$ cat src/assert_macros.svh
// Assertion macros shared by the polygon normal RTL.
// Uses clk and rst of the including module.
`ifndef ASSERT_MACROS_SVH
`define ASSERT_MACROS_SVH

// Property checked every clock, masked during reset.
`define PNN_ASSERT(label, prop, msg) \
  label: assert property (@(posedge clk) disable iff (rst) prop) else $error(msg);

// Antecedent this cycle, consequent on the next.
`define PNN_ASSERT_NEXT(label, ante, cons, msg) \
  label: assert property (@(posedge clk) disable iff (rst) (ante) |=> (cons)) else $error(msg);

`endif

$ cat src/pnn_pkg.sv
// Types and constants of the Newell polygon normal block.
// No dependencies.
`default_nettype none

package pnn_pkg;

  localparam int COORD_W     = 24;   // port width of a coordinate
  localparam int ACC_W       = 58;   // Newell accumulator, Q34.24
  localparam int PROD_W      = 2 * (COORD_W + 1);
  localparam int MAG_W       = 30;   // normalised magnitude
  localparam int SQ_W        = 64;   // square sum and root working width
  localparam int LEN_W       = 32;   // vector length
  localparam int QUO_W       = 17;   // per-component quotient
  localparam int NUM_W       = MAG_W + 15 + 1;
  localparam int OUT_W       = 16;
  localparam int Q15_MAX     = 32767;
  localparam int QUEUE_DEPTH = 2;

  typedef struct packed {
    logic signed [ACC_W-1:0] ax;
    logic signed [ACC_W-1:0] ay;
    logic signed [ACC_W-1:0] az;
    logic                    sat;
  } pnn_acc_t;

  typedef enum logic [1:0] {
    F_TAKE,
    F_MUL,
    F_ADD,
    F_PUSH
  } pnn_front_state_t;

  typedef enum logic [2:0] {
    B_IDLE,
    B_MAG,
    B_SHIFT,
    B_SQ,
    B_SQRT,
    B_LOAD,
    B_DIV,
    B_OUT
  } pnn_back_state_t;

endpackage

`default_nettype wire

$ cat src/pnn_queue.sv
// Two-entry queue carrying finished Newell sums from front to back end.
// Depends on pnn_pkg.
`default_nettype none

module pnn_queue (
  input  logic              clk,
  input  logic              rst,
  input  logic              push,
  input  pnn_pkg::pnn_acc_t push_data,
  output logic              full,
  input  logic              pop,
  output pnn_pkg::pnn_acc_t pop_data,
  output logic              empty
);
  import pnn_pkg::*;

  localparam int PTR_W = $clog2(QUEUE_DEPTH);

  pnn_acc_t         mem [QUEUE_DEPTH];
  logic [PTR_W-1:0] wr_ptr;
  logic [PTR_W-1:0] rd_ptr;
  logic [PTR_W:0]   count;

  assign full     = (count == (PTR_W+1)'(QUEUE_DEPTH));
  assign empty    = (count == '0);
  assign pop_data = mem[rd_ptr];

  always_ff @(posedge clk) begin
    if (push) mem[wr_ptr] <= push_data;
  end

  always_ff @(posedge clk) begin
    if (rst) begin
      wr_ptr <= '0;
      rd_ptr <= '0;
      count  <= '0;
    end else begin
      if (push) wr_ptr <= wr_ptr + 1'b1;
      if (pop)  rd_ptr <= rd_ptr + 1'b1;
      if (push && !pop)      count <= count + 1'b1;
      else if (pop && !push) count <= count - 1'b1;
    end
  end

endmodule

`default_nettype wire

$ cat config.mk
export PLATFORM = sky130hd
export DESIGN_NAME = pnn_queue
export DESIGN_NICKNAME = d
export VERILOG_FILES = /design/src/assert_macros.svh /design/src/pnn_pkg.sv /design/src/pnn_queue.sv
export SDC_FILE = /design/constraint.sdc
export NUM_CORES = 1
export LEC_CHECK = 0
export BUFFER_PORTS_ARGS = -buffer_cell sky130_fd_sc_hd__clkbuf_2
export CAP_MARGIN = 20
export CORE_MARGIN = 2
export CORE_UTILIZATION = 56
export DETAILED_ROUTE_END_ITERATION = 12
export GPL_ROUTABILITY_DRIVEN = 0
export GPL_TIMING_DRIVEN = 0
export PLACE_DENSITY = 0.95
export SKIP_CTS_REPAIR_TIMING = 1
export SLEW_MARGIN = 20
export SYNTH_ARGS = -nofsm -noshare
export SYNTH_HDL_FRONTEND = slang
export SYNTH_SLANG_ARGS = --single-unit
$ cat constraint.sdc
create_clock -name clk -period 26 [get_ports clk]
set_clock_uncertainty 0.2 [all_clocks]
set_input_delay 2.6 -clock clk [delete_from_list [all_inputs] [get_ports clk]]
set_output_delay 2.6 -clock clk [all_outputs]
set_load 0.05 [all_outputs]
Word-level counts from Yosys, hierarchy flattened
Memories as Yosys holds them, arrays and structs flattened. A register that Yosys moved wholly into a read port is not among the register bits. Cells that the tools add are included.

Multiplexer cells: 6. Reductions and logical operators: 6. Add/sub/neg operators: 4. Equal/unequal tests: 1.

Operators by type and width (count): 1-bit 2-to-1 mux (4); 2-bit 2-to-1 mux (2); 1-bit adder, second input constant (2); 2-bit by 1-bit adder with 2-bit output, second input constant (1); 2-bit == test, second input constant (1); 1-bit logical AND (2); 1-bit logical NOT (2); 2-bit logical NOT (1); 2-bit nonzero test (1); 2-bit by 1-bit subtractor with 2-bit output, second input constant (1).

RAM bits: 350. Logic and storage cells: 21. Memories: 1. Flip-flop bits (word level): 4. Input port bits: 179. Output and inout port bits: 177.

Memory list: mem (depth 2, bits a word 175, rd ports 1, clocked after memory_dff 1, wr ports 1, RTL line pnn_queue.sv:19) `pnn_acc_t mem [QUEUE_DEPTH];`.

Longest topological paths before layout
Depth in word-level cells: 4. Depth in mapped cells: 5. Depth with buffers taken out: 5.

Worst setup path before layout
OpenSTA, ideal clock, no wires.

Path type: input-to-reg. From: in push. To: mem mem[0][0] (netlist bit), enable pin. Library setup time: 0.734 ns. Cell stages on the path: 1. Data arrival time: 10.156 ns. Required time: 25.066 ns. Slack: 14.911 ns. Path buffers: 0. Cells stage by stage: nor2b_1.

Cells in the longest elaborated chain, start to end: 2.

Ends and longest elaborated chain: from (decl) (RTL line pnn_queue.sv:8) `input logic push,`; 1-bit 2-to-1 mux (RTL line pnn_queue.sv:29) `if (push) mem[wr_ptr] <= push_data;`; 1-bit 2-to-1 mux (not written as such) (RTL line pnn_queue.sv:29); to (decl) (RTL line pnn_queue.sv:19).

No other way between the ends.

==> impl_metrics.json <==
{
  "outcome": "completed",
  "grt_pass1_wl_um": 39300,
  "critPathArrivalTime_ns": 1.99,
  "routed_wl_um": 26500,
  "first_pass_iters": 4,
  "finalCritPeriodShare_pct": 18.4,
  "nNetsFinal": 1149,
  "clock-root-buffer": "clkbuf_16",
  "end_kind": "output port",
  "crit_fanout": 10,
  "drtAntennaViolNets": 0,
  "clock.fmax_ghz": 0.209,
  "rsz0062_at_grt": "false",
  "yosysTopAreaCell": "edfxtp_1",
  "drive_above_1_share_pct": 61.6,
  "cp.required_ns": 23.20,
  "crit_buf_inv": 3,
  "setup_viol": 0,
  "synth.ff_latch_count": 355,
  "area_growth_pct": 28.0,
  "finish.utilization_pct": 72.8,
  "min_period_ns": 4.79,
  "clock_tree.buffer_depth": 3,
  "hold_violations": 0,
  "die_w_um": 156,
  "dp_hpwl_um": 18500,
  "clk_latency_ns": 0.49,
  "netlist_area_mm2": 0.0129,
  "vdd_drop_max_mv": 0.0720,
  "core_area_mm2": 0.0226,
  "cp-start-kind": "flip-flop",
  "power.density_mw_per_mm2": 86.9,
  "pre_cts_slack_ns": 21.61,
  "num_rows": 55,
  "worstPathCellList": "buf_4 -> buf_6 -> mux2_2 -> clkbuf_2",
  "grt.total_usage_pct": 21.5,
  "syn_avg_cell_area_um2": 22.8,
  "tritoncts.num_buffers": 35,
  "clkTransAtPathRegs_ns": 0.06,
  "regArea_mm2": 0.0106,
  "setup_ws_ns": 21.21,
  "min_path_type": "flip-flop to flip-flop",
  "grt_pass1_vias": 7298,
  "synthCells": 566,
  "htreeDepth": 2,
  "wire_per_inst_um": 20.8,
  "slew_viol_final": 0,
  "slowest_delay_ns": 0.38,
  "max_slew_margin_pct": 68.9,
  "grt-ovfl-total": 0,
  "worst_pin_slew_ns": 0.466,
  "grt_max_degree": 57,
  "post_dp_cell_area_mm2": 0.0153,
  "yosysSeqAreaShare_pct": 82.4,
  "critical_path_class": "flip-flop to output port",
  "syn-num-nets": 746,
  "synth_top_area_share_pct": 81.6,
  "drtIter0Drc": 418,
  "setup_tns_ns": 0,
  "synth_cell_type_count": 16,
  "tritoncts": "done",
  "maxCapViolCount": 0,
  "finalNonFillerCells": 1277,
  "drc_errors": 0,
  "synth.area.top_cells": "edfxtp_1 82%, mux2_2 15%, buf_6 1.3%",
  "route.vias.total": 6831,
  "avgViaCountPerCell": 5.35,
  "multiInputGateArea_mm2": 0.00208,
  "initial_utilization_pct": 56.9,
  "power_mw": 1.43,
  "clock-sinks": 355,
  "pin_count": 356,
  "yosysWarnings": 0,
  "antenna_found_initial": 1,
  "holdWs_ns": 0.319,
  "dieArea_mm2": 0.0242,
  "die_h_um": 156,
  "crit_family": "buffers and inverters",
  "dp.cells": 1217,
  "p_leak_nw": 6.32,
  "nFillCells": 1256,
  "port_buffers": 355,
  "final_area_mm2": 0.0165,
  "slowest_stage": "dfxtp_1"
}
==> Yosys cell counts <==
master and instances:
a21oi_1 1, buf_4 2, and2_1 1, nor2b_1 2, or3_1 1, mux2_2 175
inv_1 1, xnor2_1 2, buf_2 2, xor2_1 2, nor2_1 5, ha_1 1
o21ai_0 1, edfxtp_1 350, dfxtp_1 5, buf_6 15
==> power breakdown <==
group	total [mW]	switching (mW)	internal [mW]
Sequential	0.677	0.00875	0.668
Clock	0.513	0.195	0.318
Combinational	0.243	0.172	0.0711
==> worst paths after layout <==
check                                       endpoint  slack [ns]                 from  cells after the start
worst min-delay path             rd_ptr$_SDFFE_PP0P_        0.32  rd_ptr$_SDFFE_PP0P_                      2
worst max-delay path                    pop_data[31]       21.21            flip-flop                      4
worst min register to register   rd_ptr$_SDFFE_PP0P_        0.32  rd_ptr$_SDFFE_PP0P_                      2
worst max register to register  mem[1][38]$_DFFE_PP_       23.93  wr_ptr$_SDFFE_PP0P_                      3
==> cell families (layout without fill, tap and decap cells) <==
kind of cell               Yosys count  after routing  synth area share [%]
muxes                              175            175                  15.3
other                                0              1                     0
xor gates and xnor gates             4              4                 0.272
DFF                                355            355                  82.4
AOI/OAI and AO/OA                    2              2                0.0776
adders and majority gates            1              1                0.0971
buffers and inverters               20            445                  1.53
and+or+nand+nor                      9              9                 0.340
==> registers in the layout (all words and copies together) (netlist names), named ones only <==
| signal | cells |
|---|---|
| count | 2 |
| mem | 350 |
| rd_ptr | 1 |
| wr_ptr | 1 |
==> layout by cell type, fill, tap and decap left out, drive strengths merged <==
cell      Yosys  final
a21oi         1      1
and2          1      1
bufinv        0      6
edfxtp      350    350
xor2          2      2
or3           1      1
inv           1      1
diode         0      1
clkinvlp      0      1
xnor2         2      2
mux2        175    175
nor2b         2      2
clkinv        0      8
buf          19     30
clkbuf        0    399
dfxtp         5      5
o21ai         1      1
nor2          5      5
ha            1      1
==> layout make-up <==
class,count,area share (%)
Sequential cell,355,64.4
Multi-Input combinational cell,191,12.6
Timing Repair Buffer,366,12.5
Clock buffer,44,5.78
Tap cell,285,2.16
Clock inverter,15,1.35
Buffer,19,1.18
Inverter,1,0.0228
Antenna cell,1,0.0152
==> worst min-delay path: stages (launching register included) <==
cell	delay, ns
dfxtp_1	0.32
xnor2_1	0.09
nor2_1	0.08
==> layer usage <==
metal	up-vias	wire length, µm	global-route usage [%]
met5	-	0	0
met2	307	14200	39.5
met3	83	2110	6.42
li1	3075	-	-
met1	3366	9160	23.1
met4	0	1100	9.00
Power figures use the tool's default switching activity.
