===== src/assert_macros.svh =====
// Assertion macros shared by the polygon normal RTL.
// Uses clk and rst of the including module.
`ifndef ASSERT_MACROS_SVH
`define ASSERT_MACROS_SVH

// Property checked every clock, masked during reset.
`define PNN_ASSERT(label, prop, msg) \
  label: assert property (@(posedge clk) disable iff (rst) prop) else $error(msg);

// Antecedent this cycle, consequent on the next.
`define PNN_ASSERT_NEXT(label, ante, cons, msg) \
  label: assert property (@(posedge clk) disable iff (rst) (ante) |=> (cons)) else $error(msg);

`endif


===== src/pnn_pkg.sv =====
// Types and constants of the Newell polygon normal block.
// No dependencies.
`default_nettype none

package pnn_pkg;

  localparam int COORD_W     = 24;   // port width of a coordinate
  localparam int ACC_W       = 58;   // Newell accumulator, Q34.24
  localparam int PROD_W      = 2 * (COORD_W + 1);
  localparam int MAG_W       = 30;   // normalised magnitude
  localparam int SQ_W        = 64;   // square sum and root working width
  localparam int LEN_W       = 32;   // vector length
  localparam int QUO_W       = 17;   // per-component quotient
  localparam int NUM_W       = MAG_W + 15 + 1;
  localparam int OUT_W       = 16;
  localparam int Q15_MAX     = 32767;
  localparam int QUEUE_DEPTH = 2;

  typedef struct packed {
    logic signed [ACC_W-1:0] ax;
    logic signed [ACC_W-1:0] ay;
    logic signed [ACC_W-1:0] az;
    logic                    sat;
  } pnn_acc_t;

  typedef enum logic [1:0] {
    F_TAKE,
    F_MUL,
    F_ADD,
    F_PUSH
  } pnn_front_state_t;

  typedef enum logic [2:0] {
    B_IDLE,
    B_MAG,
    B_SHIFT,
    B_SQ,
    B_SQRT,
    B_LOAD,
    B_DIV,
    B_OUT
  } pnn_back_state_t;

endpackage

`default_nettype wire


===== src/pnn_if.sv =====
// Valid/ready channel interfaces: vertex input and normal output.
// Depends on pnn_pkg.
`default_nettype none


interface pnn_nrm_if;
  logic                             valid;
  logic                             ready;
  logic signed [pnn_pkg::OUT_W-1:0] normal_x;
  logic signed [pnn_pkg::OUT_W-1:0] normal_y;
  logic signed [pnn_pkg::OUT_W-1:0] normal_z;
  logic                             degenerate;
  logic                             saturated;

  modport source (output valid, normal_x, normal_y, normal_z, degenerate, saturated,
                  input ready);
  modport sink   (input valid, normal_x, normal_y, normal_z, degenerate, saturated,
                  output ready);
endinterface

`default_nettype wire


===== src/pnn_back.sv =====
// Back end: normalises a Newell sum to a Q1.15 unit vector with a
// shift-per-cycle normaliser, bit-serial square root and divider.
// Depends on pnn_pkg and pnn_nrm_if.
`default_nettype none

module pnn_back (
  input  logic              clk,
  input  logic              rst,
  input  pnn_pkg::pnn_acc_t pop_data,
  input  logic              empty,
  output logic              pop,
  pnn_nrm_if.source         nrm
);
  import pnn_pkg::*;

  localparam logic [SQ_W-1:0] SQ_TOP = SQ_W'(1) << (SQ_W - 2);

  pnn_back_state_t state, state_next;

  logic signed [ACC_W-1:0] accr  [3];
  logic [ACC_W-1:0]        mag   [3];
  logic                    neg   [3];
  logic [ACC_W-1:0]        mx;
  logic [ACC_W-1:0]        mag_c [3];
  logic [ACC_W-1:0]        mx_c;
  logic [1:0]              cnt;
  logic [2*MAG_W-1:0]      prod;
  logic [SQ_W-1:0]         sq_v;
  logic [SQ_W-1:0]         sq_res;
  logic [SQ_W-1:0]         sq_bit;
  logic [SQ_W-1:0]         sq_try;
  logic [LEN_W-1:0]        len;
  logic [LEN_W-1:0]        rem;
  logic [QUO_W-1:0]        nsh;
  logic [QUO_W-1:0]        quo;
  logic [LEN_W:0]          dtry;
  logic                    qbit;
  logic [QUO_W-1:0]        quo_new;
  logic [OUT_W-2:0]        qclip;
  logic signed [OUT_W-1:0] qval;
  logic [NUM_W-1:0]        num;
  logic [4:0]              dcnt;
  logic signed [OUT_W-1:0] nout  [3];
  logic                    deg;
  logic                    satr;
  logic                    sqrt_done;
  logic                    shift_done;

  always_comb begin
    for (int k = 0; k < 3; k++) begin
      mag_c[k] = accr[k][ACC_W-1] ? ACC_W'(-accr[k]) : ACC_W'(accr[k]);
    end
    mx_c = mag_c[0];
    if (mag_c[1] > mx_c) mx_c = mag_c[1];
    if (mag_c[2] > mx_c) mx_c = mag_c[2];
  end

  // the root is final in sq_res from the first load onwards
  assign shift_done = (mx[ACC_W-1:MAG_W] == '0) && mx[MAG_W-1];
  assign sq_try     = sq_res + sq_bit;
  assign sqrt_done  = sq_bit[0];
  assign num        = NUM_W'({mag[cnt][MAG_W-1:0], 15'b0}) + NUM_W'(sq_res[LEN_W-1:0] >> 1);
  assign dtry       = {rem, nsh[QUO_W-1]};
  assign qbit       = (dtry >= {1'b0, len});
  assign quo_new    = {quo[QUO_W-2:0], qbit};
  assign qclip      = (quo_new > QUO_W'(Q15_MAX)) ? (OUT_W-1)'(Q15_MAX)
                                                  : quo_new[OUT_W-2:0];
  assign qval       = neg[cnt] ? -$signed({1'b0, qclip}) : $signed({1'b0, qclip});

  always_comb begin
    state_next = state;
    unique case (state)
      B_IDLE:  if (!empty) state_next = B_MAG;
      B_MAG:   state_next = (mx_c == '0) ? B_OUT : B_SHIFT;
      B_SHIFT: if (shift_done) state_next = B_SQ;
      B_SQ:    if (cnt == 2'd3) state_next = B_SQRT;
      B_SQRT:  if (sqrt_done) state_next = B_LOAD;
      B_LOAD:  state_next = B_DIV;
      B_DIV: begin
        if (dcnt == 5'(QUO_W - 1)) state_next = (cnt == 2'd2) ? B_OUT : B_LOAD;
      end
      B_OUT:   if (nrm.ready) state_next = B_IDLE;
      default: state_next = B_IDLE;
    endcase
  end

  always_comb begin
    pop            = (state == B_IDLE) && !empty;
    nrm.valid      = (state == B_OUT);
    nrm.normal_x   = nout[0];
    nrm.normal_y   = nout[1];
    nrm.normal_z   = nout[2];
    nrm.degenerate = deg;
    nrm.saturated  = satr;
  end

  always_ff @(posedge clk) begin
    if (rst) begin
      state <= B_IDLE;
    end else begin
      state <= state_next;
      unique case (state)
        B_IDLE: if (!empty) begin
          accr[0] <= pop_data.ax;
          accr[1] <= pop_data.ay;
          accr[2] <= pop_data.az;
          satr    <= pop_data.sat;
        end
        B_MAG: begin
          mag <= mag_c;
          mx  <= mx_c;
          for (int k = 0; k < 3; k++) neg[k] <= accr[k][ACC_W-1];
          deg <= (mx_c == '0);
          if (mx_c == '0) begin
            nout[0] <= '0;
            nout[1] <= OUT_W'(Q15_MAX);
            nout[2] <= '0;
          end
        end
        B_SHIFT: begin
          cnt  <= '0;
          sq_v <= '0;
          if (mx[ACC_W-1:MAG_W] != '0) begin
            for (int k = 0; k < 3; k++) mag[k] <= mag[k] >> 1;
            mx <= mx >> 1;
          end else if (!mx[MAG_W-1]) begin
            for (int k = 0; k < 3; k++) mag[k] <= mag[k] << 1;
            mx <= mx << 1;
          end
        end
        B_SQ: begin
          // one square per cycle, each summed into sq_v in the next cycle
          if (cnt != 2'd3) prod <= mag[cnt][MAG_W-1:0] * mag[cnt][MAG_W-1:0];
          if (cnt != 2'd0) sq_v <= sq_v + SQ_W'(prod);
          cnt    <= cnt + 1'b1;
          sq_res <= '0;
          sq_bit <= SQ_TOP;
        end
        B_SQRT: begin
          if (sq_v >= sq_try) begin
            sq_v   <= sq_v - sq_try;
            sq_res <= (sq_res >> 1) + sq_bit;
          end else begin
            sq_res <= sq_res >> 1;
          end
          sq_bit <= sq_bit >> 2;
          cnt    <= '0;
        end
        B_LOAD: begin
          if (len == '0) len <= sq_res[LEN_W-1:0];
          rem  <= LEN_W'(num[NUM_W-1:QUO_W]);
          nsh  <= num[QUO_W-1:0];
          quo  <= '0;
          dcnt <= '0;
        end
        B_DIV: begin
          rem  <= qbit ? LEN_W'(dtry - {1'b0, len}) : dtry[LEN_W-1:0];
          nsh  <= nsh << 1;
          quo  <= quo_new;
          dcnt <= dcnt + 1'b1;
          if (dcnt == 5'(QUO_W - 1)) begin
            nout[cnt] <= qval;
            cnt       <= cnt + 1'b1;
          end
        end
        B_OUT: len <= '0;
        default: ;
      endcase
      if (state == B_SQRT && sqrt_done) len <= '0;
    end
  end

endmodule

`default_nettype wire


===== src/flat_wrapper.sv =====
// flat-port wrapper written by rule: the top's interface ports become plain ports
module pnn_back_flat import pnn_pkg::*;
  (clk, rst, pop_data, empty, pop, nrm_valid, nrm_normal_x, nrm_normal_y, nrm_normal_z, nrm_degenerate, nrm_saturated, nrm_ready);
  pnn_nrm_if nrm_i ();
  input  logic clk;
  input  logic rst;
  input  pnn_pkg::pnn_acc_t pop_data;
  input  logic empty;
  output logic pop;
  output wire logic [$bits(nrm_i.valid)-1:0] nrm_valid;
  output wire logic [$bits(nrm_i.normal_x)-1:0] nrm_normal_x;
  output wire logic [$bits(nrm_i.normal_y)-1:0] nrm_normal_y;
  output wire logic [$bits(nrm_i.normal_z)-1:0] nrm_normal_z;
  output wire logic [$bits(nrm_i.degenerate)-1:0] nrm_degenerate;
  output wire logic [$bits(nrm_i.saturated)-1:0] nrm_saturated;
  input wire logic [$bits(nrm_i.ready)-1:0] nrm_ready;
  assign nrm_valid = nrm_i.valid;
  assign nrm_normal_x = nrm_i.normal_x;
  assign nrm_normal_y = nrm_i.normal_y;
  assign nrm_normal_z = nrm_i.normal_z;
  assign nrm_degenerate = nrm_i.degenerate;
  assign nrm_saturated = nrm_i.saturated;
  assign nrm_i.ready = nrm_ready;
  pnn_back u_core (.clk(clk), .rst(rst), .pop_data(pop_data), .empty(empty), .pop(pop), .nrm(nrm_i));
endmodule

===== config.mk =====
export PLATFORM = sky130hd
export DESIGN_NAME = pnn_back_flat
export DESIGN_NICKNAME = d
export VERILOG_FILES = /design/src/assert_macros.svh /design/src/pnn_pkg.sv /design/src/pnn_if.sv /design/src/pnn_back.sv /design/src/flat_wrapper.sv
export SDC_FILE = /design/constraint.sdc
export NUM_CORES = 2
export LEC_CHECK = 0
export CAP_MARGIN = 30
export CORE_UTILIZATION = 60
export CTS_CLUSTER_DIAMETER = 60
export DETAILED_ROUTE_END_ITERATION = 16
export DONT_BUFFER_PORTS = 1
export PLACE_DENSITY = 0.76
export RECOVER_POWER = 25
export SYNTH_ARGS = -nofsm -noshare
export SYNTH_HDL_FRONTEND = slang
export SYNTH_SLANG_ARGS = --single-unit

===== constraint.sdc =====
create_clock -name clk -period 12.4 [get_ports clk]
set_input_delay 1.86 -clock clk [delete_from_list [all_inputs] [get_ports clk]]
set_output_delay 1.86 -clock clk [all_outputs]
set_load 0.02 [all_outputs]

Yosys cells after proc, flatten, opt, wreduce, memory -nomap -nowiden
Memories as Yosys holds them, arrays and structs flattened. A register that Yosys moved wholly into a read port is not among the register bits.
Cells that the tools add are included.
- flip-flop bits (word level): 593
- bits in latches: 0
- memory bits (writable): 225
- memory bits (read-only): 0
- output and inout bits: 52
- word-level logic and storage cells: 152
- memories kept: 3
- memories (name ; depth ; width ; read ports ; clocked after Yosys merged registers in ; write ports ; RTL line ; RTL):
    u_core.accr ; 3 ; 58 ; 3 ; 0 ; 3 ; pnn_back.sv:20 ; logic signed [ACC_W-1:0] accr [3];
    u_core.nout ; 3 ; 16 ; 3 ; 0 ; 3 ; pnn_back.sv:43 ; logic signed [OUT_W-1:0] nout [3];
    u_core.neg ; 3 ; 1 ; 1 ; 1 ; 3 ; pnn_back.sv:22 ; logic neg [3];
- $add $sub $neg: 12
- multipliers: 1
- divide/modulo/power cells: 0
- $lt $le $gt $ge: 6
- equal/unequal tests: 21
- shift-type cells: 0
- muxes and demuxes: 59
- bitwise gates (word level): 3
- reduce and logical (&&, ||, !) cells: 29
- operators with widths (operator ; count):
    58-bit 2-to-1 mux ; 7
    174-bit 2-to-1 mux ; 2
    174-bit one-hot mux with 2 select lines ; 1
    64-bit one-hot mux with 2 select lines ; 2
    64-bit 2-to-1 mux ; 3
    64-bit one-hot mux with 3 select lines ; 1
    58-bit negator ; 3
    32-bit one-hot mux with 2 select lines ; 2
    58-bit binary-select mux with 2-bit select ; 1
    58-bit greater-than comparator ; 2
    58-bit one-hot mux with 2 select lines ; 1
    63-bit by 64-bit adder with 64-bit output ; 1
    64-bit by 60-bit adder with 64-bit output ; 1
    64-bit adder ; 1
    64-bit >= comparator ; 1
    32-bit 2-to-1 mux ; 2
    64-bit subtractor ; 1
    30-bit by 30-bit multiplier with 60-bit output ; 1
    30-bit 2-to-1 mux ; 2
    58-bit zero test ; 1
    45-bit by 31-bit adder with 46-bit output ; 1
    17-bit one-hot mux with 2 select lines ; 1
    33-bit by 32-bit >= comparator with 1-bit output ; 1
    32-bit zero test ; 1
    39 further kinds ; 91

Logic depth before layout (Yosys ltp)
An unclocked memory read counts as a cell.
- depth after elaboration: 13
- depth in mapped cells: 42
- gate-level depth less buffers: 37

Least setup slack after synthesis
OpenSTA, ideal clock, no wires.
- path type: input port to flip-flop
- start: in empty
- end: mem u_core.accr[0][0], enable pin
- library setup time: 727 ps
- data arrival time: 10317 ps
- path slack: 1356 ps
- stages on the path: 2
- path buffers: 0
- cells stage by stage: nor4_1 -> nor2b_1
- RTL lines (item ; RTL line ; RTL):
    from (decl) ; flat_wrapper.sv:8 ; input logic empty;
    to (decl) ; pnn_back.sv:20 ;

==> results.ini <==
[logic_synthesis]
synthArstFlopShare_pct = 0
synthCells = 8247
synth_compound_area_share_pct = 13.85
postSynthAreaPerCell_um2 = 9.447
synth_top_family_by_area = adder cells
ys_ff_latch = 787
synth_mux_area_share_pct = 0.7821
synth_area_leaders = edfxtp_1 (30%), fa_1 (18%), ha_1 (9.7%)
synth_enable_flop_cells = 782
synth_top_area_share_pct = 30.14
synth.most_common_cell = nand2_1
yosys.cell_types.count = 102
synth_ff_type = edfxtp_1
yosysTopAreaCell = edfxtp_1
syn_nets = 9738
syn-cell-area_um2 = 77910
yosys-top-cells-count = nand2_1 (1027), inv_1 (987), edfxtp_1 (782)
synth_xor_area_share_pct = 5.764
synth-simple-area-share_pct = 15.02
ys_seq_area_share_pct = 30.27
yosys_warnings = 0
synth_fa_ha_area_share_pct = 27.88

[sta]
fin_ws_ns = 0.4337
period_needed_ns = 11.97
holdWs_ns = 0.5073
worst_slew_pin_slew_ns = 10.16
max_freq_mhz = 83.57
setup_viol = 0
hold_violations = 0
rsz0062_at_grt = no
skew_ns = 0.04248
fin_crit_sh_pct = 96.50
relSlewSlack_pct = -577.4
drv_slew = 768
tns_ns = 0

[floorplan]
core.rowCount = 131
core_area_um2 = 128200
die_x_um = 362.3
io_pins = 231
initial_core_util_pct = 60.78
die_h_um = 362.3
die_area_um2 = 131300

[routing]
wl_per_cell_um = 23.91
via_count = 63290
first_pass_iters = 6
via_per_inst = 6.316
drc = 0
drt.antenna.violating_nets = 0
totalWireLength_um = 239600
drt_iter0_markers = 7428

[clock_network]
htreeDepth = 3
cts_setup_buffers = 0
cts_resized = 0
cts_sinks = 787
cts_tree = done
cts_root_buf = clkbuf_16
cts_buffers = 95
worstSkewPairLatency_ns = 0.73
cts-hold-fix-buffers = 0
cts_buffer_depth = 3
path_clk_slew_ns = 0.06

[worst_hold_path]
hp-start = u_core.nsh[1]
min_path_type = reg2reg
holdPathEnd = u_core.nsh[2]
holdPathStages = 2

[critical_path]
critPathSlowestCell = clkbuf_1
cpMostUsedCell = nand4_1
worst-r2r-setup-slack_ns = 0.43
r2r_end = u_core.nout[2][4]
required_ns = 12.81
path_class = reg2reg
reg2reg_from = u_core.accr[0][115]
cp-end-kind = register
cp_max_fo = 49
arrival_ns = 12.38
cp-start-kind = register
rr_worst_depth = 28
cpPeakStageDelay_ns = 1.68

[grt]
antenna_found_initial = 14
grt_overflow = 0
grt_pass1_vias = 62540
grt_pass1_wl_um = 365000
grt_max_degree = 248
globalRouteTotalUtil_pct = 36.44

[layout]
fillers = 10270
fin_util_pct = 65.17
regArea_um2 = 23580
multi_input_area_um2 = 49450
drive_above_1_share_pct = 5.081
areaGrowthSynthToFinish_pct = 7.214
final_nets = 9698

[run_status]
failed_checks = max-capacitance violations, max-slew violations
status = finished, violations left

[place]
pre_cts_ws_ns = 0.6767
gp_congestion = 1.011
hpwlAfterDp_um = 186400
portBuffers = 0

[flow_run]
drv_cap = 11

-- registers in the layout, summed over array words and instances (netlist names), named ones only --
name / flops
u_core.state: 3
u_core.accr: 174
u_core.cnt: 2
u_core.mag: 174
u_core.sq_v: 64
u_core.mx: 58
u_core.nrm.degenerate: 1
u_core.sq_bit: 32
u_core.nsh: 17
u_core.dcnt: 5
u_core.prod: 59
u_core.len: 32
u_core.nout: 48
u_core.rem: 32
u_core.neg: 3
u_core.quo: 16
u_core.sq_res: 64
u_core.nrm.saturated: 1
-- metrics by stage --
stage	cells	area, um2
3_3_place_gp	9829	80370
4_1_cts	10010	83520
3_5_place_dp	9835	80430
2_1_floorplan	8247	77910
5_1_grt	10020	83520
6_report	10020	83530
-- per-layer routing --
metal	part of all wire, %	track usage, %
met2	45	57.04
met3	10	7.121
met4	6.3	19.15
met5	0.055	0
met1	39	48.09
-- kinds of logic (layout without fill, tap and decap cells) --
logic type | after synthesis | in the layout
AOI/OAI and AO/OA | 1680 | 1681
xor gates and xnor gates | 511 | 511
adders and majority gates | 1313 | 1313
buffers and inverters | 1329 | 1367
DFF | 787 | 787
muxes | 60 | 60
other | 0 | 6
and+or+nand+nor | 2567 | 2567
-- worst max-delay path by stage --
stage | start | end | depth (start not counted)
CTS | u_core.accr[0][67] | u_core.nout[2][4] | 37
finish | u_core.accr[0][115] | u_core.nout[2][4] | 28
detailed placement | u_core.accr[0][67] | u_core.nout[0][3] | 37
global placement | u_core.accr[0][67] | u_core.nout[0][12] | 37
floorplan | empty | u_core.accr[0][0] | 2
global route | u_core.accr[0][67] | u_core.nout[2][3] | 38
-- cell type report --
cell class,count,share of cell area [%]
timing repair buffer,190,1.753
tap,1729,2.590
multi-input combinational,6132,59.21
clock inverter,53,0.6531
inverter,1001,4.501
antenna,6,0.01798
sequential,787,28.23
clock buffer,123,3.047
-- worst max-delay path: cells and delay by family (launching register included) --
kind | cells | cell delay (ns)
flops | 1 | 0.36
buf+inv | 3 | 2.18
fa+ha+maj | 2 | 0.60
xor+xnor | 1 | 0.90
simple gates | 10 | 3.47
mux | 1 | 0.47
compound gates | 11 | 3.63
-- layout by cell type, fill, tap and decap left out, drive strengths merged, types with 131 or more instances in the layout --
| cell type | count |
|---|---|
| a21o | 191 |
| a21oi | 407 |
| a31oi | 200 |
| and3 | 131 |
| buf | 176 |
| clkbuf | 137 |
| edfxtp | 782 |
| fa | 705 |
| ha | 607 |
| inv | 1000 |
| nand2 | 1027 |
| nor2 | 720 |
| o21ai | 335 |
| xnor2 | 289 |
| xor2 | 222 |
Power is not shown: default switching activity piles up to over one toggle a cycle in this logic, so the estimate is an artifact.
